`config.mk`:
```
export PLATFORM = sky130hd
export DESIGN_NAME = sha256_message_hash_core_flat
export DESIGN_NICKNAME = d
export VERILOG_FILES = /design/src/design/sha_pkg.sv /design/src/design/sha_if.sv /design/src/design/sha_round.sv /design/src/design/sha256_message_hash_core.sv /design/src/flat_wrapper.sv
export VERILOG_INCLUDE_DIRS = /design/src /design/src/design
export SDC_FILE = /design/constraint.sdc
export NUM_CORES = 2
export LEC_CHECK = 0
export BUFFER_PORTS_ARGS = -buffer_cell sky130_fd_sc_hd__buf_2
export CAP_MARGIN = 0
export CORE_MARGIN = 1.5
export CORE_UTILIZATION = 40
export CTS_CLUSTER_DIAMETER = 150
export DETAILED_ROUTE_END_ITERATION = 12
export GPL_TIMING_DRIVEN = 0
export HOLD_SLACK_MARGIN = 0.03
export PLACE_DENSITY = 0.54
export SLEW_MARGIN = 20
export SYNTH_ARGS = -nofsm -noshare
export SYNTH_HDL_FRONTEND = slang
export SYNTH_HIERARCHICAL = 1
export SYNTH_SLANG_ARGS = --single-unit
export TNS_END_PERCENT = 10
```
`constraint.sdc`:
```
create_clock -name clk -period 14.4 [get_ports clk]
set_input_delay 1.44 -clock clk [delete_from_list [all_inputs] [get_ports clk]]
set_output_delay 1.44 -clock clk [all_outputs]
set_load 0.03 [all_outputs]
```
`src/design/sha256_message_hash_core_defines.svh`:
```
// Assertion macros for the SHA-256 message hash core.
// Used by the core modules; no other dependencies.
`ifndef SHA256_MESSAGE_HASH_CORE_DEFINES_SVH
`define SHA256_MESSAGE_HASH_CORE_DEFINES_SVH
`ifndef SYNTHESIS
`define SHA_ASSERT(label, clk, rst, prop) \
  label: assert property (@(posedge clk) disable iff (rst) prop) else $error("assertion failed");
`define SHA_ASSERT_RST(label, clk, prop) \
  label: assert property (@(posedge clk) prop) else $error("assertion failed");
`else
`define SHA_ASSERT(label, clk, rst, prop)
`define SHA_ASSERT_RST(label, clk, prop)
`endif
`endif

```
`src/design/sha_pkg.sv`:
```
// Package for the SHA-256 message hash core: constants, round table and functions.
// No dependencies.
package sha_pkg;
  localparam logic [3:0] ST_IDLE  = 4'd0;
  localparam logic [3:0] ST_LOAD  = 4'd1;
  localparam logic [3:0] ST_ROUND = 4'd2;
  localparam logic [3:0] ST_ADD   = 4'd3;
  localparam logic [3:0] ST_PAD   = 4'd4;
  localparam logic [3:0] ST_OUT   = 4'd5;

  localparam logic [7:0] PAD_BYTE = 8'h80;

  typedef logic [31:0] word_t;
  typedef logic [60:0] count_t;

  typedef struct packed {
    logic  start;
    logic  step;
    logic  add;
    logic  init;
  } rnd_ctl_t;

  function automatic word_t iv(input logic [2:0] i);
    case (i)
      3'd0: iv = 32'h6a09e667; 3'd1: iv = 32'hbb67ae85;
      3'd2: iv = 32'h3c6ef372; 3'd3: iv = 32'ha54ff53a;
      3'd4: iv = 32'h510e527f; 3'd5: iv = 32'h9b05688c;
      3'd6: iv = 32'h1f83d9ab; default: iv = 32'h5be0cd19;
    endcase
  endfunction

  function automatic word_t round_k(input logic [5:0] t);
    logic [31:0] k [64];
    k = '{32'h428a2f98,32'h71374491,32'hb5c0fbcf,32'he9b5dba5,32'h3956c25b,32'h59f111f1,
          32'h923f82a4,32'hab1c5ed5,32'hd807aa98,32'h12835b01,32'h243185be,32'h550c7dc3,
          32'h72be5d74,32'h80deb1fe,32'h9bdc06a7,32'hc19bf174,32'he49b69c1,32'hefbe4786,
          32'h0fc19dc6,32'h240ca1cc,32'h2de92c6f,32'h4a7484aa,32'h5cb0a9dc,32'h76f988da,
          32'h983e5152,32'ha831c66d,32'hb00327c8,32'hbf597fc7,32'hc6e00bf3,32'hd5a79147,
          32'h06ca6351,32'h14292967,32'h27b70a85,32'h2e1b2138,32'h4d2c6dfc,32'h53380d13,
          32'h650a7354,32'h766a0abb,32'h81c2c92e,32'h92722c85,32'ha2bfe8a1,32'ha81a664b,
          32'hc24b8b70,32'hc76c51a3,32'hd192e819,32'hd6990624,32'hf40e3585,32'h106aa070,
          32'h19a4c116,32'h1e376c08,32'h2748774c,32'h34b0bcb5,32'h391c0cb3,32'h4ed8aa4a,
          32'h5b9cca4f,32'h682e6ff3,32'h748f82ee,32'h78a5636f,32'h84c87814,32'h8cc70208,
          32'h90befffa,32'ha4506ceb,32'hbef9a3f7,32'hc67178f2};
    round_k = k[t];
  endfunction

  function automatic word_t rotr(input word_t x, input int n);
    rotr = (x >> n) | (x << (32 - n));
  endfunction
endpackage

```
`src/design/sha_if.sv`:
```
// Valid/ready stream interfaces for the SHA-256 core.
// No dependencies.
interface sha_in_if (input logic clk);
  logic       valid;
  logic       ready;
  logic [7:0] data_byte;
  logic       carries_byte;
  logic       end_of_message;
  modport source (output valid, data_byte, carries_byte, end_of_message, input ready);
  modport sink (input valid, data_byte, carries_byte, end_of_message, output ready);
endinterface

interface sha_out_if (input logic clk);
  logic        valid;
  logic        ready;
  logic [31:0] digest_word;
  logic [2:0]  word_number;
  logic        final_word;
  modport source (output valid, digest_word, word_number, final_word, input ready);
  modport sink (input valid, digest_word, word_number, final_word, output ready);
endinterface

```
`src/design/sha_round.sv`:
```
// SHA-256 round unit: working variables, rolling schedule, chain value.
// Depends on sha_pkg.
`include "sha256_message_hash_core_defines.svh"
module sha_round import sha_pkg::*; (
  input  logic        clk,
  input  logic        rst,
  input  rnd_ctl_t    ctl,
  input  logic [5:0]  t,
  input  word_t       w_in,
  input  logic [2:0]  hsel,
  output word_t       hout
);
  word_t chain [8];
  word_t v [8];
  word_t sched [16];
  word_t w, x15, x2, t1, t2;

  always_comb begin
    x15 = sched[4'(t - 6'd15)];
    x2  = sched[4'(t - 6'd2)];
    if (t < 6'd16) begin
      w = w_in;
    end else begin
      w = sched[t[3:0]] + (rotr(x15, 7) ^ rotr(x15, 18) ^ (x15 >> 3)) +
          sched[4'(t - 6'd7)] + (rotr(x2, 17) ^ rotr(x2, 19) ^ (x2 >> 10));
    end
    t1 = v[7] + (rotr(v[4], 6) ^ rotr(v[4], 11) ^ rotr(v[4], 25)) +
         ((v[4] & v[5]) ^ (~v[4] & v[6])) + round_k(t) + w;
    t2 = (rotr(v[0], 2) ^ rotr(v[0], 13) ^ rotr(v[0], 22)) +
         ((v[0] & v[1]) ^ (v[0] & v[2]) ^ (v[1] & v[2]));
  end

  always_ff @(posedge clk) begin
    if (rst || ctl.init) begin
      for (int i = 0; i < 8; i++) chain[i] <= iv(3'(i));
    end else if (ctl.add) begin
      for (int i = 0; i < 8; i++) chain[i] <= chain[i] + v[i];
    end
    if (ctl.start) begin
      for (int i = 0; i < 8; i++) v[i] <= chain[i];
    end else if (ctl.step) begin
      sched[t[3:0]] <= w;
      v[7] <= v[6]; v[6] <= v[5]; v[5] <= v[4]; v[4] <= v[3] + t1;
      v[3] <= v[2]; v[2] <= v[1]; v[1] <= v[0]; v[0] <= t1 + t2;
    end
  end

  assign hout = chain[hsel];

  `SHA_ASSERT(a_ctl_excl, clk, rst, $onehot0({ctl.start, ctl.step, ctl.add}))
  `SHA_ASSERT(a_add_after_step, clk, rst, ctl.add |-> $past(ctl.step))
  `SHA_ASSERT(a_init_chain, clk, rst, $past(ctl.init) && !$past(rst) |-> chain[0] == 32'h6a09e667)
endmodule

```
`src/design/sha256_message_hash_core.sv`:
```
// SHA-256 message hash core, top level: byte buffer, padding and round sequencer.
// Depends on sha_pkg, sha_if, sha_round.
//
// Usage: requests on in_ch carry one optional message byte and an end flag.
// A request with carries_byte=0, end_of_message=0 is a no-op.
// in_ch.ready is high in the idle state, so requests that neither complete a
// 64-byte block nor end the message are taken back to back, one per cycle.
// A byte that completes a block starts one compression: a load, 64 rounds
// and an add, all on the single shared round unit; in_ch.ready stays low
// meanwhile. An end request pads the message: a fill step writes each byte
// from the 0x80 marker to byte 63, then a compression follows. When the
// marker lands in bytes 56..63, or the final byte fills the block, a second
// block follows, filled in full. The eight digest words then go out on out_ch,
// word 0 first, final_word on word 7, at most one per cycle. Each word waits
// for out_ch.ready; a stalled receiver holds the block in the output state.
// After the last word the chain and byte count return to initial values.
// Reset (rst, synchronous) clears the sequencer, byte count and chain value.
// The byte buffer holds no reset value; it is always written before read.
`include "sha256_message_hash_core_defines.svh"
module sha256_message_hash_core import sha_pkg::*; (
  input logic clk,
  input logic rst,
  sha_in_if.sink    in_ch,
  sha_out_if.source out_ch
);
  logic [3:0] state, state_next;
  word_t      buf_mem [16];
  count_t     count;
  logic [6:0] ptr;
  logic [6:0] t;
  logic       final_pass, second, eom;
  logic [2:0] oidx;
  rnd_ctl_t   ctl;
  word_t      w_in, hout;
  logic [63:0] bits;
  logic [7:0] pad_val;
  logic [5:0] mark_pos;
  logic [3:0] rd_addr;

  assign bits = {count, 3'b000};
  assign mark_pos = count[5:0] + {5'd0, in_ch.carries_byte};
  assign rd_addr = (state == ST_LOAD) ? 4'd0 : t[3:0] + 4'd1;

  always_comb begin
    if (ptr[5:0] >= 6'd56 && !second) pad_val = bits[{~ptr[2:0], 3'b111} -: 8];
    else if (ptr[5:0] == count[5:0]) pad_val = PAD_BYTE;
    else pad_val = 8'd0;
  end

  always_ff @(posedge clk) begin
    w_in <= buf_mem[rd_addr];
  end

  sha_round u_round (.clk, .rst, .ctl, .t(t[5:0]), .w_in, .hsel(oidx), .hout);

  assign in_ch.ready = (state == ST_IDLE);
  assign out_ch.valid = (state == ST_OUT);
  assign out_ch.digest_word = hout;
  assign out_ch.word_number = oidx;
  assign out_ch.final_word = (oidx == 3'd7);

  always_comb begin
    ctl = '0;
    ctl.start = (state == ST_LOAD);
    ctl.step  = (state == ST_ROUND);
    ctl.add   = (state == ST_ADD);
    ctl.init  = (state == ST_OUT) && out_ch.ready && (oidx == 3'd7);
  end

  always_comb begin
    state_next = state;
    unique case (state)
      ST_IDLE: if (in_ch.valid) begin
        if (in_ch.carries_byte && count[5:0] == 6'd63) state_next = ST_LOAD;
        else if (in_ch.end_of_message) state_next = ST_PAD;
      end
      ST_LOAD:  state_next = ST_ROUND;
      ST_ROUND: if (t == 7'd63) state_next = ST_ADD;
      ST_ADD:   state_next = final_pass ? ST_OUT : (eom ? ST_PAD : ST_IDLE);
      ST_PAD:   if (ptr == 7'd63) state_next = ST_LOAD;
      ST_OUT:   if (out_ch.ready && oidx == 3'd7) state_next = ST_IDLE;
      default:  state_next = ST_IDLE;
    endcase
  end

  always_ff @(posedge clk) begin
    if (rst) begin
      state <= ST_IDLE; count <= '0; oidx <= '0;
      final_pass <= 1'b0; second <= 1'b0; eom <= 1'b0;
    end else begin
      state <= state_next;
      unique case (state)
        ST_IDLE: if (in_ch.valid) begin
          eom <= in_ch.end_of_message; final_pass <= 1'b0; t <= '0;
          // marker goes where the next byte would; no length if it is past 55
          second <= (mark_pos >= 6'd56);
          ptr <= {1'b0, mark_pos};
          if (in_ch.carries_byte) begin
            buf_mem[count[5:2]][{~count[1:0], 3'b000} +: 8] <= in_ch.data_byte;
            count <= count + 61'd1;
          end
        end
        ST_LOAD: t <= '0;
        ST_ROUND: t <= t + 7'd1;
        ST_ADD: begin
          if (eom && !final_pass) begin
            second <= 1'b0; ptr <= 7'd0;
          end
        end
        ST_PAD: begin
          buf_mem[ptr[5:2]][{~ptr[1:0], 3'b000} +: 8] <= pad_val;
          if (ptr == 7'd63 && !second) final_pass <= 1'b1;
          ptr <= ptr + 7'd1;
        end
        ST_OUT: if (out_ch.ready) begin
          oidx <= oidx + 3'd1;
          if (oidx == 3'd7) count <= '0;
        end
        default: ;
      endcase
    end
  end

  `SHA_ASSERT(a_ready_idle, clk, rst, in_ch.ready |-> !out_ch.valid)
  `SHA_ASSERT(a_out_from_add, clk, rst, $rose(out_ch.valid) |-> $past(state) == ST_ADD)
  `SHA_ASSERT(a_word0_first, clk, rst, $rose(out_ch.valid) |-> oidx == 3'd0)
endmodule

```
`src/flat_wrapper.sv`:
```
// flat-port wrapper written by rule: the top's interface ports become plain ports
module sha256_message_hash_core_flat import sha_pkg::*;
  (clk, rst, in_ch_valid, in_ch_data_byte, in_ch_carries_byte, in_ch_end_of_message, in_ch_ready, out_ch_valid, out_ch_digest_word, out_ch_word_number, out_ch_final_word, out_ch_ready);
  sha_in_if in_ch_i (.clk(clk));
  sha_out_if out_ch_i (.clk(clk));
  input logic clk;
  input logic rst;
  input wire logic [$bits(in_ch_i.valid)-1:0] in_ch_valid;
  input wire logic [$bits(in_ch_i.data_byte)-1:0] in_ch_data_byte;
  input wire logic [$bits(in_ch_i.carries_byte)-1:0] in_ch_carries_byte;
  input wire logic [$bits(in_ch_i.end_of_message)-1:0] in_ch_end_of_message;
  output wire logic [$bits(in_ch_i.ready)-1:0] in_ch_ready;
  output wire logic [$bits(out_ch_i.valid)-1:0] out_ch_valid;
  output wire logic [$bits(out_ch_i.digest_word)-1:0] out_ch_digest_word;
  output wire logic [$bits(out_ch_i.word_number)-1:0] out_ch_word_number;
  output wire logic [$bits(out_ch_i.final_word)-1:0] out_ch_final_word;
  input wire logic [$bits(out_ch_i.ready)-1:0] out_ch_ready;
  assign in_ch_i.valid = in_ch_valid;
  assign in_ch_i.data_byte = in_ch_data_byte;
  assign in_ch_i.carries_byte = in_ch_carries_byte;
  assign in_ch_i.end_of_message = in_ch_end_of_message;
  assign in_ch_ready = in_ch_i.ready;
  assign out_ch_valid = out_ch_i.valid;
  assign out_ch_digest_word = out_ch_i.digest_word;
  assign out_ch_word_number = out_ch_i.word_number;
  assign out_ch_final_word = out_ch_i.final_word;
  assign out_ch_i.ready = out_ch_ready;
  sha256_message_hash_core u_core (.clk(clk), .rst(rst), .in_ch(in_ch_i), .out_ch(out_ch_i));
endmodule
```
---- Word-level counts from Yosys, hierarchy flattened ----
Memory sizes are Yosys's and may differ from the RTL's. A register that Yosys moved wholly into a read port is not among the register bits.
Index checks and enable logic that the tools add are counted.
storage, ports and cells
  memories ................................ 5
  memory bits (writable) .................. 1536
  register bits after elaboration ......... 85
  bits in read-only memories .............. 2048
  bits in latches ......................... 0
  output and inout bits ................... 38
  input port bits ......................... 14
memories
  name                  words  width  read ports  clocked after Yosys merged registers in  write ports  RTL line                        text
  (no name shown)       64     32     1           0                                        0            sha_pkg.sv:45                   round_k = k[t];
  u_core.buf_mem        16     32     1           1                                        1            sha256_message_hash_core.sv:27  word_t buf_mem [16];
  u_core.u_round.sched  16     32     4           1                                        1            sha_round.sv:15                 word_t sched [16];
  u_core.u_round.chain  8      32     9           1                                        8            sha_round.sv:13                 word_t chain [8];
  u_core.u_round.v      8      32     8           0                                        8            sha_round.sv:14                 word_t v [8];
cells by class
  bitwise operators ....................... 48
  $mul .................................... 0
  $add $sub $neg .......................... 29
  div/mod/pow operators ................... 0
  shift operators ......................... 5
  equal/unequal tests ..................... 20
  reduce and logical (&&, ||, !) cells .... 25
  muxes and demuxes ....................... 79
  magnitude comparators ................... 4
operator list
  kind                                                  number
  2-to-1 mux 32 bit                                     31
  adder 32 bit                                          18
  bitwise XOR 32 bit                                    9
  2-to-1 mux 61 bit                                     4
  bitwise AND 32 bit                                    5
  one-hot mux 61 bit (2 select lines)                   1
  variable part select 71 x 7 -> 8 bit                  1
  variable shift 8 x 7 -> 32 bit, first input constant  2
  variable part select 8 x 7 -> 32 bit                  2
  adder 61 x 1 -> 61 bit, second input constant         1
  one-hot mux 7 bit (3 select lines)                    2
  2-to-1 mux 4 bit                                      10
  NOT 32 bit                                            1
  OR 10 x 32 -> 32 bit                                  1
  OR 13 x 32 -> 32 bit                                  1
  OR 14 x 32 -> 32 bit                                  1
  OR 15 x 32 -> 32 bit                                  1
  OR 19 x 32 -> 32 bit                                  1
  OR 21 x 32 -> 32 bit                                  1
  OR 25 x 32 -> 32 bit                                  1
  OR 26 x 32 -> 32 bit                                  1
  OR 30 x 32 -> 32 bit                                  1
  OR 7 x 32 -> 32 bit                                   1
  OR reduction 32 bit                                   1
  44 further kinds                                      112

---- Depth between registers and ports, before layout ----
An unclocked memory read counts as a cell.
  word-level depth ........................ 12
  gate-level depth with buffers ........... 58

---- Hierarchy ----
The synthesis kept the hierarchy.
by module, submodules not included
  module                    area each (sq um)  times used  cells an instance
  sha_round                 78056.1            1           6956
  sha256_message_hash_core  26553.0            1           1903

---- Least setup slack after synthesis ----
Ideal clock, no wire load.
  path kind ............................... register to register
  start point ............................. reg u_core.t[0]
  end point ............................... mem u_core/u_round/v[0][28] (netlist bit) (data pin)
  data required time ...................... 14.141 ns
  setup time .............................. 0.259 ns
  cell stages (with the launch flop) ...... 51
  arrival time ............................ 13.060 ns
  slack ................................... 1.080 ns
  period minus slack after synthesis ...... 13.320 ns
  cells stage by stage .................... edfxtp_1 buf_6 buf_12 buf_12 buf_6 buf_2 buf_2 buf_2 inv_2 ha_1 buf_2 buf_1 clkbuf_1 mux4_2 mux4_2 xor2_1 xnor2_1 fa_1 (+15 left out) o21a_1 o21a_1 nor2_1 xor2_1 fa_1 inv_1 ha_1 a21oi_1 o21bai_1 a21o_1 a21o_1 a21oi_1 nor3b_1 a2111o_1 a31oi_1 a21oi_1 mux2i_1 or2_1
RTL lines
  what                    RTL line                         text
  from (decl)             sha256_message_hash_core.sv:30   logic [6:0] t;
  from (signal assigned)  sha256_message_hash_core.sv:104  ST_ROUND: t <= t + 7'd1;
  to (decl)               sha_round.sv:14

==> impl_metrics.json <==
{
  "slew_headroom": 0.139,
  "cts_hold_buf": 0,
  "synth-edff-count": 1550,
  "max_cap_violations": 0,
  "fillers": 23800,
  "grt_pass1_wl_um": 599000,
  "portBuffers": 51,
  "track_usage": 0.321,
  "layout_worst_path_cycle_share": 0.975,
  "grt_pass1_vias": 78100,
  "syn_area_per_cell_um2": 11.8,
  "dieArea_um2": 265000,
  "status": "finished clean",
  "clockBufferDepth": 4,
  "synth.distinct_cells": 102,
  "clkSinkCount": 1652,
  "setup_viol": 0,
  "reg2reg_setup_slack_ns": 0.36,
  "cp_common_cell": "fa_1",
  "syn_inst": 8859,
  "setup.worst_path.class": "register to register",
  "synth_area_um2": 105000,
  "min_period_ns": 14.04,
  "yosys_warnings": 6,
  "synthFlopType": "edfxtp_1",
  "syn-num-nets": 9490,
  "fin_util": 0.455,
  "seq_area_frac_synth": 0.464,
  "crit_path_top_delay_cell": "clkdlybuf4s15_2",
  "die_h_um": 514,
  "crit_path_max_fanout": 17,
  "grt_max_degree": 52,
  "clkTransAtPathRegs_ns": 0.06,
  "worstPathArrival_ns": 14.69,
  "insertion_delay_ns": 0.92,
  "slowest_delay_ns": 0.68,
  "nets": 9839,
  "drc": 0,
  "wire_per_inst_um": 33.9,
  "start_util": 0.403,
  "ioPinCount": 52,
  "fin_skew_ns": 0.129,
  "drt_iter0_drc": 11000,
  "cts_buffers": 200,
  "synth_top_area_frac": 0.445,
  "antenna_found_initial": 33,
  "worst_setup_path_end_kind": "register",
  "drtPass1Iterations": 6,
  "critical_path.startpoint_type": "register",
  "yosys.area.top_type": "edfxtp_1",
  "drive_gt1_frac": 0.146,
  "worstPathRequired_ns": 15.05,
  "cts_root_buf": "clkbuf_16",
  "hold_violations": 0,
  "grt.overflow.total": 0,
  "async_flop_share": 0,
  "place.gp.congestion": 1.07,
  "fmax_mhz": 71.2,
  "hpwl_um": 326000,
  "cts_tree": "built",
  "cts-htree-levels": 4,
  "final_antenna_net_count": 0,
  "wl_um": 433000,
  "tightest_slew_ns": 1.29,
  "slew_viol_final": 0,
  "worst_hold_path_type": "register to register",
  "ys_ff_latch": 1652,
  "area_delta_synth_final_pct": 12.9,
  "ys_top_cells_by_area": "edfxtp_1, mux4_2, ha_1, fa_1, nand2_1",
  "coreArea_um2": 260000,
  "row_count": 187,
  "die_x_um": 514,
  "vias": 81500,
  "vias_per_cell": 6.38
}
-- worst max-delay path, delay by kind of cell, from the launching register on --
| kind | cells | cell delay (ns) |
|---|---|---|
| AO/OA/AOI/OAI | 13 | 2.65 |
| adder cells (fa/ha/maj) | 10 | 4.58 |
| flip-flops | 1 | 0.48 |
| buffers and inverters | 10 | 2.96 |
| multiplexers | 2 | 0.66 |
| AND/OR/NAND/NOR | 9 | 1.82 |
| XOR/XNOR | 2 | 0.57 |
-- cells in the final DEF (no fill, tap or decap), types with 340 or more instances in the layout --
cell      instances
nor2_1          417
o21ai_0         389
inv_1           460
ha_1            419
xnor2_1         349
clkbuf_1        340
edfxtp_1       1550
a21oi_1         392
nand2_1        1028
mux4_2          493
-- metrics by stage --
stage,setup WS (ns),area (um^2),hold WS [ns],TNS (ns),instances
6_report,0.361,118000,0.484,0,12800
5_1_grt,-0.00863,118000,0.499,-0.00863,12800
4_1_cts,0.0209,118000,0.483,0,12700
3_5_place_dp,-4.17,111000,0.468,-120.10,12400
3_3_place_gp,-5.74,109000,0.460,-248.27,12300
2_1_floorplan,1.08,105000,0.445,0,8859
-- registers in the layout, summed over array words and instances (netlist names), 7 cells and up --
signal / flops
u_core/u_round/sched: 512
u_core/u_round/v: 256
u_core/count: 61
u_core/w_in: 32
u_core/t: 7
u_core/u_round/chain: 256
u_core/buf_mem: 512
u_core/ptr: 7
-- layer usage --
metal | vias to the layer above | wire, um | GRT usage
met5 | - | 76 | 0
met4 | 12 | 26200 | 0.166
met3 | 1015 | 50100 | 0.0815
met2 | 5180 | 182000 | 0.466
met1 | 41200 | 175000 | 0.441
li1 | 34100 | - | -
-- cell usage after synthesis, types with 72 or more instances --
cell type,instances
a21oi_1,396
a21o_1,175
nor3_1,186
and3_1,79
nand2_1,1030
edfxtp_1,1550
clkbuf_1,356
ha_1,420
fa_1,197
dfxtp_1,102
or3_1,72
nor2_1,437
o221ai_1,83
o21ai_0,398
inv_1,461
buf_1,90
xnor2_1,355
mux2i_1,325
nand2b_1,79
nand3_1,181
o21ai_1,73
mux4_2,493
xor2_1,200
-- final cells by class --
cell class                      instances  area [um^2]  area share
Multi-Input combinational cell       6216        52900       0.448
Clock buffer                          253         5270      0.0446
Sequential cell                      1652        48600       0.411
Timing Repair Buffer                  152         1990      0.0168
Buffer                                519         2390      0.0203
Clock inverter                        101          888     0.00752
Tap cell                             3402         4260      0.0360
Antenna cell                            6         15.0    0.000127
Inverter                              467         1760      0.0149
-- logic make-up after synthesis --
logic type / count (synthesis) / share of synthesized area
AND/OR/NAND/NOR: 2312 / 0.101
adder cells (fa/ha/maj): 622 / 0.0884
flip-flops: 1652 / 0.464
XOR/XNOR: 561 / 0.0477
buffers and inverters: 991 / 0.0371
multiplexers: 888 / 0.146
AO/OA/AOI/OAI: 1833 / 0.116
-- path summary, 6_finish.rpt --
check | from | end | cells after the start
min reg2reg | u_core/eom | u_core/eom | 2
max | u_core/t[2] | u_core/u_round/v[0][28] | 46
max reg2reg | u_core/t[2] | u_core/u_round/v[0][28] | 46
min | u_core/eom | u_core/eom | 2
-- timing repair --
item,in CTS,in global routing
setup endpoints to repair,54,16
pin swaps,1,4
gates cloned,0,0
buffers inserted,11,16
gates resized for setup,69,43
Power is left out: the tool's default activity adds up to more than one toggle a clock period on the data nets, which glitch-free logic cannot reach.
